**src/rtl/pwcb_pkg.sv**
```systemverilog
`default_nettype none

package pwcb_pkg;

    // buffer geometry
    localparam int BUFFER_DEPTH = 4096;
    localparam int ADDR_W       = $clog2(BUFFER_DEPTH);
    localparam int CNT_W        = ADDR_W + 1;

    // field widths
    localparam int KIND_W  = 2;
    localparam int TIME_W  = 32;
    localparam int PULSE_W = 16;
    localparam int CFG_IDX_W  = 2;
    localparam int CFG_DATA_W = 32;

    // item kinds
    localparam logic [KIND_W-1:0] KIND_ARM  = 2'd0;
    localparam logic [KIND_W-1:0] KIND_EDGE = 2'd1;
    localparam logic [KIND_W-1:0] KIND_POLL = 2'd2;
    localparam logic [KIND_W-1:0] KIND_READ = 2'd3;

    // register indexes
    localparam logic [CFG_IDX_W-1:0] CFG_FSK_MODE    = 2'd0;
    localparam logic [CFG_IDX_W-1:0] CFG_MIN_PULSE   = 2'd1;
    localparam logic [CFG_IDX_W-1:0] CFG_GAP_LIMIT   = 2'd2;
    localparam logic [CFG_IDX_W-1:0] CFG_MIN_SAMPLES = 2'd3;

    // register reset values
    localparam logic [PULSE_W-1:0] MIN_PULSE_RST   = 16'd100;
    localparam logic [TIME_W-1:0]  GAP_LIMIT_RST   = 32'd100000;
    localparam logic [CNT_W-1:0]   MIN_SAMPLES_RST = CNT_W'(30);

    // classified item as it waits between front and back
    typedef struct packed {
        logic              is_arm;
        logic              is_edge;
        logic              is_poll;
        logic              is_read;
        logic [TIME_W-1:0] timestamp;
        logic              line_level;
        logic [ADDR_W-1:0] read_index;
    } t_item;

endpackage

`default_nettype wire

```
**src/rtl/pwcb_front.sv**
```systemverilog
`default_nettype none

module pwcb_front
    import pwcb_pkg::*;
(
    input  wire logic              i_clk,
    input  wire logic              i_rst_n,
    input  wire logic              i_in_valid,
    output logic                   o_in_stall,
    input  wire logic [KIND_W-1:0] i_kind,
    input  wire logic [TIME_W-1:0] i_timestamp,
    input  wire logic              i_line_level,
    input  wire logic [ADDR_W-1:0] i_read_index,
    output logic                   o_q_valid,
    output t_item                  o_q_item,
    input  wire logic              i_q_pop
);

    logic [1:0] r_count;
    logic [1:0] n_count;
    logic       r_wr_ptr;
    logic       r_rd_ptr;
    t_item      r_q [2];
    t_item      w_item;
    logic       w_push;

    // decode the kind into one flag per operation
    always_comb begin
        w_item            = '0;
        w_item.timestamp  = i_timestamp;
        w_item.line_level = i_line_level;
        w_item.read_index = i_read_index;
        unique case (i_kind)
            KIND_ARM:  w_item.is_arm  = 1'b1;
            KIND_EDGE: w_item.is_edge = 1'b1;
            KIND_POLL: w_item.is_poll = 1'b1;
            KIND_READ: w_item.is_read = 1'b1;
            default:   w_item.is_read = 1'b1;
        endcase
    end

    // two-entry queue toward the back end
    assign o_in_stall = (r_count == 2'd2);
    assign w_push     = i_in_valid && !o_in_stall;
    assign o_q_valid  = (r_count != 2'd0);
    assign o_q_item   = r_q[r_rd_ptr];

    always_comb begin
        n_count = r_count;
        if (w_push && !i_q_pop) begin
            n_count = r_count + 2'd1;
        end else if (!w_push && i_q_pop) begin
            n_count = r_count - 2'd1;
        end
    end

    always_ff @(posedge i_clk) begin
        if (!i_rst_n) begin
            r_count  <= 2'd0;
            r_wr_ptr <= 1'b0;
            r_rd_ptr <= 1'b0;
        end else begin
            r_count <= n_count;
            if (w_push) begin
                r_wr_ptr <= !r_wr_ptr;
            end
            if (i_q_pop) begin
                r_rd_ptr <= !r_rd_ptr;
            end
        end
    end

    // queue payload, no reset needed
    always_ff @(posedge i_clk) begin
        if (w_push) begin
            r_q[r_wr_ptr] <= w_item;
        end
    end

endmodule

`default_nettype wire

```
**config.mk**
```make
export PLATFORM = sky130hd
export DESIGN_NAME = pwcb_front
export DESIGN_NICKNAME = d
export VERILOG_FILES = /design/src/rtl/pwcb_pkg.sv /design/src/rtl/pwcb_front.sv
export SDC_FILE = /design/constraint.sdc
export NUM_CORES = 1
export LEC_CHECK = 0
export BUFFER_PORTS_ARGS = -buffer_cell sky130_fd_sc_hd__buf_2
export CORE_MARGIN = 3
export CORE_UTILIZATION = 45
export CTS_BUF_LIST = sky130_fd_sc_hd__clkbuf_4 sky130_fd_sc_hd__clkbuf_8 sky130_fd_sc_hd__clkbuf_16
export DETAILED_ROUTE_END_ITERATION = 6
export GPL_TIMING_DRIVEN = 0
export PLACE_DENSITY = 0.7
export SLEW_MARGIN = 40
export SYNTH_ARGS = -nofsm -noshare
export SYNTH_HDL_FRONTEND = slang
export SYNTH_SLANG_ARGS = --single-unit
export TNS_END_PERCENT = 10
```
**constraint.sdc**
```tcl
create_clock -name i_clk -period 4.38 [get_ports i_clk]
set_input_delay 0.876 -clock i_clk [delete_from_list [all_inputs] [get_ports i_clk]]
set_output_delay 0.876 -clock i_clk [all_outputs]
set_load 0.01 [all_outputs]
```
==> results.md, run 1 <==
- Int Power: 1580 uW
- Initial core utilization: 48.0%
- Post-synthesis register bit count: 103
- Comb power frac: 16.9%
- Hold bufs inserted after CTS: 0
- Proportion of layout cells with a drive suffix above 1: 59.4%
- Syn_nets: 233
- GPL Wtd Cong: 0.708
- Max-slew violations: 0
- Worst Path Required: 3500 ps
- DR pass1 iterations: 4
- Hold Path Origin: r_count[1]
- Reg2Reg Depth: 5
- Routed wire length: 6.54 mm
- YS warnings: 0
- Fin util: 59.1%
- Leak: 0.00180 uW
- Worst Tran Pin Value: 481 ps
- Total grt overflow: 0
- Die height: 98.2 um
- Root Buffer: clkbuf_8
- CP Capture Point: o_q_item[35]
- CTS Buffer Depth: 2
- Total Power: 2100 uW
- CP startpoint kind: flip-flop
- Most frequent cells in the layout: buf_2 (104), edfxtp_1 (98), mux2_2 (39), mux2_4 (10), clkbuf_8 (9)
- Dpl hpwl: 4.55 mm
- Clk slew on worst S/H paths: 90 ps
- RSZ-0062 raised after global routing: false
- WL/cell: 16.1 um
- Synth unique cells: 24
- Cell Pwr Density: 447 nW/um2
- Mapped cell area: 3820 um2
- Net Sw Frac: 25.0%
- Crit Path Max Fanout: 10
- Worst VDD drop: 0.273 mV
- Hold Vio Cnt, Final: 0
- Post_cts resized: 0
- Remaining DRCs: 0
- Setup Skew: 12.4 ps
- Via/cell ratio: 4.85
- Worst-Skew Late Latency: 360 ps
- Critical path endpoint category: output port
- Antenna Cells: 0
- Area delta synth->final: 23.2%
- Clock Sinks: 103
- Clock Power Share: 25.3%
- Outcome: completed
- Min cycle time layout: 2480 ps
- Relative slew slack: 67.8%
- Switching Power: 525 uW
- Reg power frac: 57.8%
- Core Area: 7970 um2
- First-pass GRT wire length: 10.3 mm
- DRT antenna net count: 0
- Initial drt markers: 84
- Row count: 32
- WP data arrival: 1610 ps
- Worst r2r dst: r_q[0][47]
- Tcrit/Tclk final: 56.7%
- H-tree depth reported by CTS: 3
- TritonCTS clock tree: built
- Max-cap violations: 0
- PortBufs: 101
- Nets: 350
- Die width: 98.2 um
- Seq/Total Area, Yosys: 79.6%
- Worst reg2reg startpoint: r_count[0]
- Critical path type: flip-flop to output port
- Number of buffers created by CTS: 9
- Die area: 9640 um2
- Largest net degree at the start of global routing: 27
- Cell count after synthesis: 181
- Post-CTS setup buffer count: 0
- Antenna violations before repair: 0
- Vias: 1964
- Vias in the first global route: 2164
- GRT Util Overall: 14.1%
- Syn avg cell area: 21.1 um2
- Final Setup Violations: 0
- Commonest non-fill, non-tap cell in the layout: buf_2
- R2R setup slack: 2580 ps
- Type of the worst min-delay path: flip-flop to flip-flop
- Highest Clock Rate: 403 MHz
- I/O Pins: 102
## worst min path at each step
stage               depth (start not counted)    endpoint  slack, ps
floorplan                                   2  r_count[1]        470
global placement                            2  r_count[1]        480
detailed placement                          2  r_count[1]        490
CTS                                         2  r_count[1]        510
global route                                2  r_count[1]        530
finish                                      2  r_count[1]        510
## logic make-up (layout without fill, tap and decap cells)
logic type      after synthesis  count (layout)  synth area share [%]
flops                       103             103                  79.6
mux                          49              49                  15.4
simple gates                 13              13                  2.09
buf+inv                       8             130                  1.18
compound gates                4               4                 0.720
xor+xnor                      3               3                 0.687
fa+ha+maj                     1               1                 0.327
## worst max-delay path: stages (launching register included)
cell and delay [ps]:
dfxtp_1 380, buf_4 220, buf_6 210, mux2_4 310, buf_2 140
## metrics by stage
step	hold slack [ps]	cell area [um2]	TNS, ps	setup WS (ps)	instances
after global placement	480	4460	-8190	-167	384
after CTS	511	4710	0	1850	405
final	511	4710	0	1900	405
after detailed placement	495	4530	0	2060	389
after floorplan	466	3820	0	1040	181
after global routing	535	4710	0	1800	405
## metal layers
metal	vias up	wire length [um]	track usage [%]
met3	9	403	3.71
met1	958	2590	15.6
li1	936	-	-
met2	61	3420	24.9
met5	-	0	0
met4	0	120	7.25
## cell type report
type	instances	area, um2
fill	645	3260
inverter	3	11.3
tap	102	128
clock inverter	6	45.0
buffer	5	33.8
timing repair buffer	106	571
sequential	103	3040
multi-input combinational	70	747
clock buffer	10	131
## registers in the layout (all words and copies together) (netlist names), named ones only
name / flops
r_rd_ptr: 1
r_wr_ptr: 1
r_count: 2
r_q: 98
## power by group through the flow
| stage | Sequential (uW) | Combinational (uW) | Clock [uW] |
|---|---|---|---|
| floorplan | 1240 | 208 | 0 |
| global placement | 1240 | 333 | 0 |
| detailed placement | 1240 | 363 | 0 |
| CTS | 1220 | 365 | 548 |
| global route | 1230 | 387 | 588 |
| finish | 1220 | 355 | 532 |
## synth_stat cells, drive strengths merged
cell    number  share of area [%]
mux2        49                 15
nor3         1               0.26
edfxtp      98                 77
nor2         2               0.20
a21boi       2               0.39
nor2b        2               0.33
dfxtp        5                2.6
inv          3               0.29
and2         4               0.65
or3          1               0.16
buf          5               0.88
ha           1               0.33
or2          1               0.16
nand2b       1               0.16
o21ai        1               0.13
xor2         2               0.46
xnor2        1               0.23
and3         1               0.16
o21a         1               0.20
(Power assumes the default switching activity.)
==> run 2, diff against run 1 <==
--- a/config.mk
+++ b/config.mk
@@ -11,7 +11,7 @@
 export CTS_BUF_LIST = sky130_fd_sc_hd__clkbuf_4 sky130_fd_sc_hd__clkbuf_8 sky130_fd_sc_hd__clkbuf_16
 export DETAILED_ROUTE_END_ITERATION = 6
 export GPL_TIMING_DRIVEN = 0
-export PLACE_DENSITY = 0.7
+export PLACE_DENSITY = 0.73
 export SLEW_MARGIN = 40
 export SYNTH_ARGS = -nofsm -noshare
 export SYNTH_HDL_FRONTEND = slang
==> constraint.sdc (replaced) <==
create_clock -name i_clk -period 2.1 [get_ports i_clk]
set_input_delay 0.42 -clock i_clk [delete_from_list [all_inputs] [get_ports i_clk]]
set_output_delay 0.42 -clock i_clk [all_outputs]
set_load 0.01 [all_outputs]
==> run 2 against run 1 <==
Total power grew 120%. Die area is the same. Utilization grew 0.85 points. Clock-buffer cell count grew 1. Clock power grew to 2.5 times the previous value. Worst hold slack lost 260 ps. Combinational power grew 110%. Register-to-register slack lost 2200 ps. Via count is the same.
==> results.md, run 2 (synthesis results as in run 1) <==
- Nets: 351
- Critical path endpoint category: output port
- Most frequent cells in the layout: buf_2 (104), edfxtp_1 (98), mux2_2 (39), mux2_4 (10), clkbuf_8 (9)
- Vias: 1964
- Area taken by flip-flops and latches: 3040 um2
- DR pass1 iterations: 3
- Worst r2r dst: r_q[0][43]
- Largest regs: r_q: 98 flops, r_count: 2 flops
- Clock Sinks: 103
- Die width: 98.2 um
- Worst VDD drop: 0.607 mV
- Core Area: 7970 um2
- Remaining DRCs: 0
- Worst-Skew Late Latency: 350 ps
- Post_cts resized: 0
- I/O Pins: 102
- Vias in the first global route: 2146
- Largest net degree at the start of global routing: 35
- Worst reg2reg startpoint: r_count[0]
- Largest Register: r_q
- Antenna violations before repair: 0
- Worst Path Required: 1680 ps
- Number of buffers created by CTS: 9
- Die area: 9640 um2
- Hold Path Origin: i_timestamp[11]
- GPL Wtd Cong: 0.662
- Min cycle time layout: 1970 ps
- Critical path type: flip-flop to output port
- Max-cap violations: 0
- Clk slew on worst S/H paths: 100 ps
- Fin util: 60.0%
- Commonest non-fill, non-tap cell in the layout: buf_2
- Cell Pwr Density: 971 nW/um2
- Row count: 32
- Total Power: 4640 uW
- CTS Buffer Depth: 2
- PortBufs: 101
- Area delta synth->final: 24.9%
- WL/cell: 16.3 um
- TritonCTS clock tree: built
- Relative slew slack: 74.2%
- Highest Clock Rate: 508 MHz
- Initial core utilization: 48.0%
- WP data arrival: 1550 ps
- First-pass GRT wire length: 10.7 mm
- Max-slew violations: 0
- Tcrit/Tclk final: 93.8%
- Die height: 98.2 um
- Final Setup Violations: 0
- Hold Vio Cnt, Final: 0
- Hold path depth: 1
- Reg2Reg Depth: 6
- DRT antenna net count: 0
- Routed wire length: 6.61 mm
- RSZ-0062 raised after global routing: false
- Setup Skew: 15.0 ps
- Hold EP: r_q[0][24]
- Dpl hpwl: 4.58 mm
- Crit Path Max Fanout: 10
- Worst Tran Pin Value: 386 ps
- Root Buffer: clkbuf_8
- Type of the worst min-delay path: input pin to flip-flop
- Setup_tns: 0 ps
- Leak: 0.00184 uW
- Max reg flops: 98
- Proportion of layout cells with a drive suffix above 1: 60.2%
- Pre-CTS WS: 317 ps
- R2R setup slack: 360 ps
- Initial drt markers: 57
- GRT Util Overall: 14.4%
- DP Area: 4550 um2
- Post-CTS setup buffer count: 0
- Area of the multi-input gates: 754 um2
- Antenna Cells: 0
- Filler Cells Inserted: 630
- Via/cell ratio: 4.84
- Total grt overflow: 0
- Fin area: 4780 um2
- Worst Slack Setup Final: 130 ps
- Outcome: completed
- Hold bufs inserted after CTS: 0
- H-tree depth reported by CTS: 3
- CP startpoint kind: flip-flop
## run 2: changes by cell type in the layout (fill, tap and decap cells not counted), moves of 2 or more
cell / delta
bufinv_16: +2
buf_8: -2
buf_6: +5
buf_4: -2
clkinvlp_4: -3
## run 2: worst max-delay path by stage
stage | slack, ps | end | from
6_report | 130 | o_q_item[39] | flip-flop
5_1_grt | 30 | o_q_item[42] | flip-flop
4_1_cts | 50 | o_q_item[39] | flip-flop
3_5_place_dp | 320 | r_q[0][36] | i_in_valid
3_3_place_gp | -780 | r_q[0][36] | i_in_valid
2_1_floorplan | -70 | r_q[0][0] | r_count[0]
## run 2: layout make-up
cell class | instances | area share, %
sequential | 103 | 63.7
multi-input combinational | 70 | 15.8
timing repair buffer | 107 | 12.1
clock buffer | 11 | 2.91
tap | 102 | 2.67
clock inverter | 5 | 1.73
buffer | 5 | 0.786
inverter | 3 | 0.288
## run 2: stage by stage
stage	hold slack [ps]	instances
after floorplan	500	181
after global placement	515	384
after detailed placement	546	390
after CTS	232	406
after global routing	225	406
final	248	406
## run 2: where the power goes
part,internal (uW),switching [uW],leakage (uW)
logic,373,386,0.000769
registers,2480,56.8,0.000958
clock network,701,635,0.000114
## run 2: layer usage
layer  wire, um  global-route usage, %  vias to the layer above
met5          0                      0                        -
met4        101                   5.04                        0
met3        465                   4.43                        9
met2       3430                   25.0                       66
met1       2610                   16.8                      953
li1           -                      -                      936
## run 2: worst max-delay path, stage by stage, from the launching register on
cell     delay [ps]
dfxtp_1         370
buf_6           180
buf_6           190
mux2_4          320
buf_2           140
